--- src/gnbe_pkg.sv ---
package gnbe_pkg;

    // Store geometry
    localparam int NODE_COUNT    = 1024;
    localparam int PATTERN_WIDTH = 64;
    localparam int NODE_W        = 10;
    localparam int VALUE_W       = 64;

    // Word layout on the streams
    localparam int S_TDATA_W = 104;
    localparam int S_TUSER_W = 2;
    localparam int M_TDATA_W = 64;
    localparam int M_TUSER_W = 1;

    typedef logic [NODE_W-1:0]        node_t;
    typedef logic [PATTERN_WIDTH-1:0] vec_t;
    typedef logic [1:0]               mode_t;
    typedef logic [3:0]               kind_t;

    // Item modes
    localparam mode_t MODE_LOAD = 2'd0;
    localparam mode_t MODE_EVAL = 2'd1;
    localparam mode_t MODE_READ = 2'd2;

    // Gate kinds
    localparam kind_t GATE_AND    = 4'd0;
    localparam kind_t GATE_NOT    = 4'd1;
    localparam kind_t GATE_NAND   = 4'd2;
    localparam kind_t GATE_ANDNOT = 4'd3;
    localparam kind_t GATE_OR     = 4'd4;
    localparam kind_t GATE_NOR    = 4'd5;
    localparam kind_t GATE_ORNOT  = 4'd6;
    localparam kind_t GATE_XOR    = 4'd7;
    localparam kind_t GATE_XNOR   = 4'd8;

    // Outcome of one gate evaluation
    typedef struct packed {
        vec_t value;
        logic bad;
    } gate_res_t;

endpackage

--- src/gnbe_gate.sv ---
module gnbe_gate (
    input  gnbe_pkg::kind_t     kind,
    input  gnbe_pkg::vec_t      a,
    input  gnbe_pkg::vec_t      b,
    output gnbe_pkg::gate_res_t res
);
    import gnbe_pkg::*;

    // Combine the two operand vectors bitwise
    always_comb
    begin
        res.bad   = 1'b0;
        res.value = '0;
        case (kind)
            GATE_AND:    res.value = a & b;
            GATE_NOT:    res.value = ~a;
            GATE_NAND:   res.value = ~(a & b);
            GATE_ANDNOT: res.value = a & ~b;
            GATE_OR:     res.value = a | b;
            GATE_NOR:    res.value = ~(a | b);
            GATE_ORNOT:  res.value = a | ~b;
            GATE_XOR:    res.value = a ^ b;
            GATE_XNOR:   res.value = ~(a ^ b);
            default:
            begin
                res.value = '0;
                res.bad   = 1'b1;
            end
        endcase
    end

endmodule

--- config.mk ---
export PLATFORM = sky130hd
export DESIGN_NAME = gnbe_gate
export DESIGN_NICKNAME = d
export VERILOG_FILES = /design/src/gnbe_pkg.sv /design/src/gnbe_gate.sv
export SDC_FILE = /design/constraint.sdc
export NUM_CORES = 1
export LEC_CHECK = 0
export BUFFER_PORTS_ARGS = -buffer_cell sky130_fd_sc_hd__buf_2
export CORE_ASPECT_RATIO = 1.5
export CORE_MARGIN = 1.5
export CORE_UTILIZATION = 25
export DETAILED_ROUTE_END_ITERATION = 16
export GPL_TIMING_DRIVEN = 0
export PLACE_DENSITY = 0.54
export SYNTH_ARGS = -nofsm -noshare
export SYNTH_HDL_FRONTEND = slang
export SYNTH_SLANG_ARGS = --single-unit
--- constraint.sdc ---
create_clock -name vclk -period 1.5
set_clock_uncertainty 0.05 [all_clocks]
set_input_delay 0.15 -clock vclk [all_inputs]
set_output_delay 0.15 -clock vclk [all_outputs]
set_load 0.02 [all_outputs]
==> results.cfg, run 1 <==
[die]
coreArea_um2 = 32630
ioPinCount = 197
die_area_um2 = 34250
rows = 81
start_util_pct = 25.38
dieHeight_um = 225.9
die_w_um = 151.6

[critical_path]
cp.required_ps = 1300
critical_path_arrival_ps = 1500
cp_max_fo = 10
end_kind = primary output
start_kind = input pin
path_class = input pin to primary output
crit_path_start = kind[0]

[grt]
grt_pass1_wl_um = 52340
grt_util_all_layers_pct = 19.80
grt_start_max_net_pins = 11
antenna_found_initial = 8
grt_overflow_total = 0
grt_pass1_vias = 9110

[drt]
first_pass_iters = 5
via_per_inst = 5.337
routed_wirelength_um = 35860
wire_per_inst_um = 21.26
ant_nets = 0
vias = 9004
drcViolationCount = 0
drt-initial-drc-count = 346

[placement]
finalWeightedCongestion = 0.8270
place_area_um2 = 9801
port_buffers = 197
dpl.hpwl_um = 26140
post-place-ws_ps = -935.2

[final_layout]
syn_to_final_growth_pct = 49.69
final_cell_mix = ha_1 (246), inv_1 (133), buf_2 (131)
clkbuf_count = 0
layout-drive-gt1-share_pct = 40.65
fillCellCount = 3317
design.seq.count = 0
final_nets = 1657
seq_area_um2 = 0
fin_area_um2 = 12400
mostFrequentLayoutCell = ha_1

[sta]
hold_violations = 0
holdWs_ps = 773.8
drv_slew = 0
timing.final.ws_setup_ps = -202.4
tightest_slew_ps = 508.2
max_freq_mhz = 587.4
setup_viol = 65
rsz0062_at_grt = true
period_needed_ps = 1702
relSlewSlack_pct = 66.12
final.period_utilization_pct = 113.5

[yosys]
netlist_area_um2 = 8282
synthCells = 1031
yosysSeqAreaShare_pct = 0
avgSynthCellArea_um2 = 8.033
syn_nets = 1419
yosys_warnings = 0
synth_cell_types = 37

[pwr]
power.total_mw = 3.850
p_per_area_nw_per_um2 = 310.6
peakVddDrop_uv = 157.2
leakagePower_nw = 5.982

[run_status]
failed_checks = negative setup slack
status = finished, violations left

[min_path]
hold_start = a[55]
hold_class = input pin to primary output

[clock_network]
ctsHoldBuffers = 0

[run]
cap_violations = 0
## cell type report
cell class / instances / area [µm²] / area share, %
multi-input cells: 807 / 8219 / 66.30
repair buffers: 242 / 1983 / 16.00
plain buffers: 85 / 1164 / 9.386
well taps: 415 / 519.2 / 4.189
inverters: 133 / 499.2 / 4.027
diodes: 5 / 12.51 / 0.1009
## report_power, final
part	total (mW)	leakage, nW	internal, mW	switching, mW
clock network	0.000000446	0.0000317	0.000000446	0
registers	0	0	0	0
logic	3.85	5.98	1.75	2.10
## Yosys cell counts (3+ instances only)
| cell type | n | area share [%] |
|---|---|---|
| ha_1 | 256 | 39 |
| inv_1 | 133 | 6.0 |
| o221ai_1 | 64 | 6.8 |
| o22ai_1 | 59 | 4.5 |
| a21oi_1 | 53 | 3.2 |
| nand3_1 | 52 | 3.1 |
| mux2i_1 | 43 | 5.2 |
| clkbuf_1 | 36 | 1.6 |
| nand2_1 | 34 | 1.5 |
| a221oi_2 | 30 | 5.4 |
| or3_1 | 30 | 2.3 |
| a221o_1 | 29 | 3.5 |
| buf_2 | 29 | 1.8 |
| a22o_1 | 26 | 2.7 |
| o21ai_0 | 24 | 1.5 |
| nor2_1 | 23 | 1.0 |
| a22oi_1 | 17 | 1.5 |
| xor2_1 | 16 | 1.7 |
| o2bb2ai_1 | 14 | 1.5 |
| buf_4 | 12 | 1.1 |
| xnor2_1 | 12 | 1.3 |
| buf_6 | 10 | 1.4 |
| nand2b_1 | 7 | 0.53 |
| nor2b_1 | 5 | 0.38 |
| nor2_2 | 3 | 0.23 |
## layer usage
| metal | part of all wire (%) | GRT usage, % | up-vias | routed length, µm |
|---|---|---|---|---|
| met4 | 3.1 | 5.428 | 6 | 1113 |
| li1 | - | - | 4266 | - |
| met2 | 53 | 37.58 | 278 | 19110 |
| met3 | 3.9 | 1.657 | 62 | 1407 |
| met1 | 40 | 23.21 | 4392 | 14190 |
| met5 | 0.11 | 0 | - | 40 |
## metrics by stage
step / util [%] / std cells / setup TNS, ps
after CTS: 34.92 / 1662 / -10480
final: 37.99 / 1687 / -9374
after global placement: 30.03 / 1643 / -48370
after detailed placement: 30.03 / 1643 / -49130
after global routing: 37.99 / 1687 / -11870
after floorplan: - / 1031 / -2533
## kinds of logic after synthesis
family | share of synthesized area, %
muxes | 5.197
and+or+nand+nor | 9.941
xor gates and xnor gates | 2.961
adders and majority gates | 38.68
buffers and inverters | 12.31
AOI/OAI and AO/OA | 30.91
## worst max-delay path: stages
cell      delay [ps]
buf_12           110
buf_12           150
nor2_8           160
nand3b_4         140
buf_12           180
buf_6            160
o221ai_2         240
buf_4            190
## path summary, 6_finish.rpt
| path | depth (start not counted) | slack [ps] | endpoint |
|---|---|---|---|
| hold / removal | 5 | 770 | res[56] |
| setup / recovery | 8 | -200 | res[39] |
## timing repair
item / CTS / global route
cloned: 8 / 5
gates resized for setup: 347 / 170
buffers inserted: 15 / 18
pin swaps: 72 / 47
setup endpoints to repair: 65 / 65
Power figures use the tool's default switching activity.
==> run 2: changes to the inputs <==
--- a/config.mk
+++ b/config.mk
@@ -17 +17,2 @@
 export SYNTH_SLANG_ARGS = --single-unit
+export TNS_END_PERCENT = 30
==> constraint.sdc (replaced) <==
create_clock -name vclk -period 1.5
set_clock_uncertainty 0.05 [all_clocks]
set_input_delay 0.225 -clock vclk [all_inputs]
set_output_delay 0.225 -clock vclk [all_outputs]
set_load 0.02 [all_outputs]
==> results.cfg, run 2 (same netlist as run 1, synthesis figures left out) <==
[run_status]
status = finished, violations left
failed_checks = negative setup slack

[min_path]
hold_start = a[5]
whs_path_depth = 4
holdPathEnd = res[6]
hold_class = input pin to primary output

[final_layout]
clkbuf_count = 0
syn_to_final_growth_pct = 57.29
layout-drive-gt1-share_pct = 40.03
final_nets = 1654
final_cell_mix = ha_1 (246), buf_2 (143), inv_1 (133)
design.seq.count = 0
post-route-util_pct = 39.92
seq_area_um2 = 0
mostFrequentLayoutCell = ha_1

[grt]
grt_pass1_vias = 9162
grt_overflow_total = 0
antenna_found_initial = 9
grt_pass1_wl_um = 52640
grt_util_all_layers_pct = 19.73
grt_start_max_net_pins = 11

[drt]
routed_wirelength_um = 35270
drt-initial-drc-count = 352
drcViolationCount = 0
first_pass_iters = 5
ant_nets = 0
vias = 8954
via_per_inst = 5.298
wire_per_inst_um = 20.87

[die]
dieHeight_um = 225.9
start_util_pct = 25.38
coreArea_um2 = 32630
rows = 81
die_area_um2 = 34250
ioPinCount = 197
die_w_um = 151.6

[pwr]
peakVddDrop_uv = 173.8
p_per_area_nw_per_um2 = 313.9
leakagePower_nw = 6.115

[sta]
timing.final.ws_setup_ps = -370.7
holdWs_ps = 932.1
setup_viol = 65
tightest_slew_ps = 331.7
hold_violations = 0
final.period_utilization_pct = 124.7
relSlewSlack_pct = 77.89
drv_slew = 0
max_freq_mhz = 534.6
rsz0062_at_grt = true
tns_ps = -20150
period_needed_ps = 1871

[critical_path]
cp.required_ps = 1220
slowest_delay_ps = 190
critical_path_arrival_ps = 1600
cpMostUsedCell = buf_12
cp_max_fo = 7
path_class = input pin to primary output
crit_path_cell_trace = buf_12, buf_12, buf_12, buf_12, buf_8, xor2_1, a22oi_1, o221ai_2, buf_4
slowest_stage = a22oi_1
start_kind = input pin
end_kind = primary output

[placement]
dpl.hpwl_um = 26230
port_buffers = 197
finalWeightedCongestion = 0.8171

[run]
cap_violations = 0

[clock_network]
ctsHoldBuffers = 0
[run 2: critical path, delay by kind of cell]
family / cells / cell delay [ps]
xor gates and xnor gates: 1 / 130
buffers and inverters: 6 / 880
AOI/OAI and AO/OA: 2 / 350
[run 2: report_power, final]
group	total, mW	leakage, nW	switching [mW]	internal (mW)
registers	0	0	0	0
logic	4.09	6.11	2.21	1.88
clock network	0.000000983	0.0000697	0	0.000000983
total	4.09	6.11	2.21	1.88
[run 2: layer usage]
layer  global-route usage (%)  wire (µm)
met2                    37.45      18710
met1                    23.36      14130
met3                    1.697       1620
met5                        0         13
met4                    4.715        783
[run 2: worst max-delay path by stage]
stage | from | endpoint | slack [ps] | cells after the start
floorplan | kind[2] | res[15] | -60 | 6
global placement | kind[2] | res[46] | -940 | 8
detailed placement | kind[2] | res[46] | -970 | 8
CTS | kind[2] | res[31] | -400 | 10
global route | kind[1] | res[57] | -410 | 9
finish | kind[1] | res[25] | -370 | 9
[run 2: per-stage QoR]
step | std cells | cell area, µm² | total power, mW | worst slack (ps)
floorplan | 1031 | 9080 | 2.149 | -60.93
global placement | 1643 | 10590 | 3.141 | -939.5
detailed placement | 1643 | 10590 | 3.186 | -968.8
CTS | 1674 | 12450 | 3.874 | -397.5
global route | 1686 | 13020 | 4.382 | -407.7
finish | 1690 | 13030 | 4.089 | -370.7
[run 2: what timing repair did]
item	4_1_cts	5_1_grt
setup buffers	26	2
hold endpoints to repair	0	0
endpoints found under the setup margin	65	65
gates resized for setup	328	91
gates cloned	10	6
pin swaps	55	37
[run 2: cell type report]
| type | count | area, µm² |
|---|---|---|
| diodes | 11 | 27.53 |
| plain buffers | 84 | 1269 |
| fillers | 3283 | 19610 |
| inverters | 133 | 499.2 |
| multi-input cells | 807 | 8728 |
| well taps | 415 | 519.2 |
| repair buffers | 240 | 1983 |
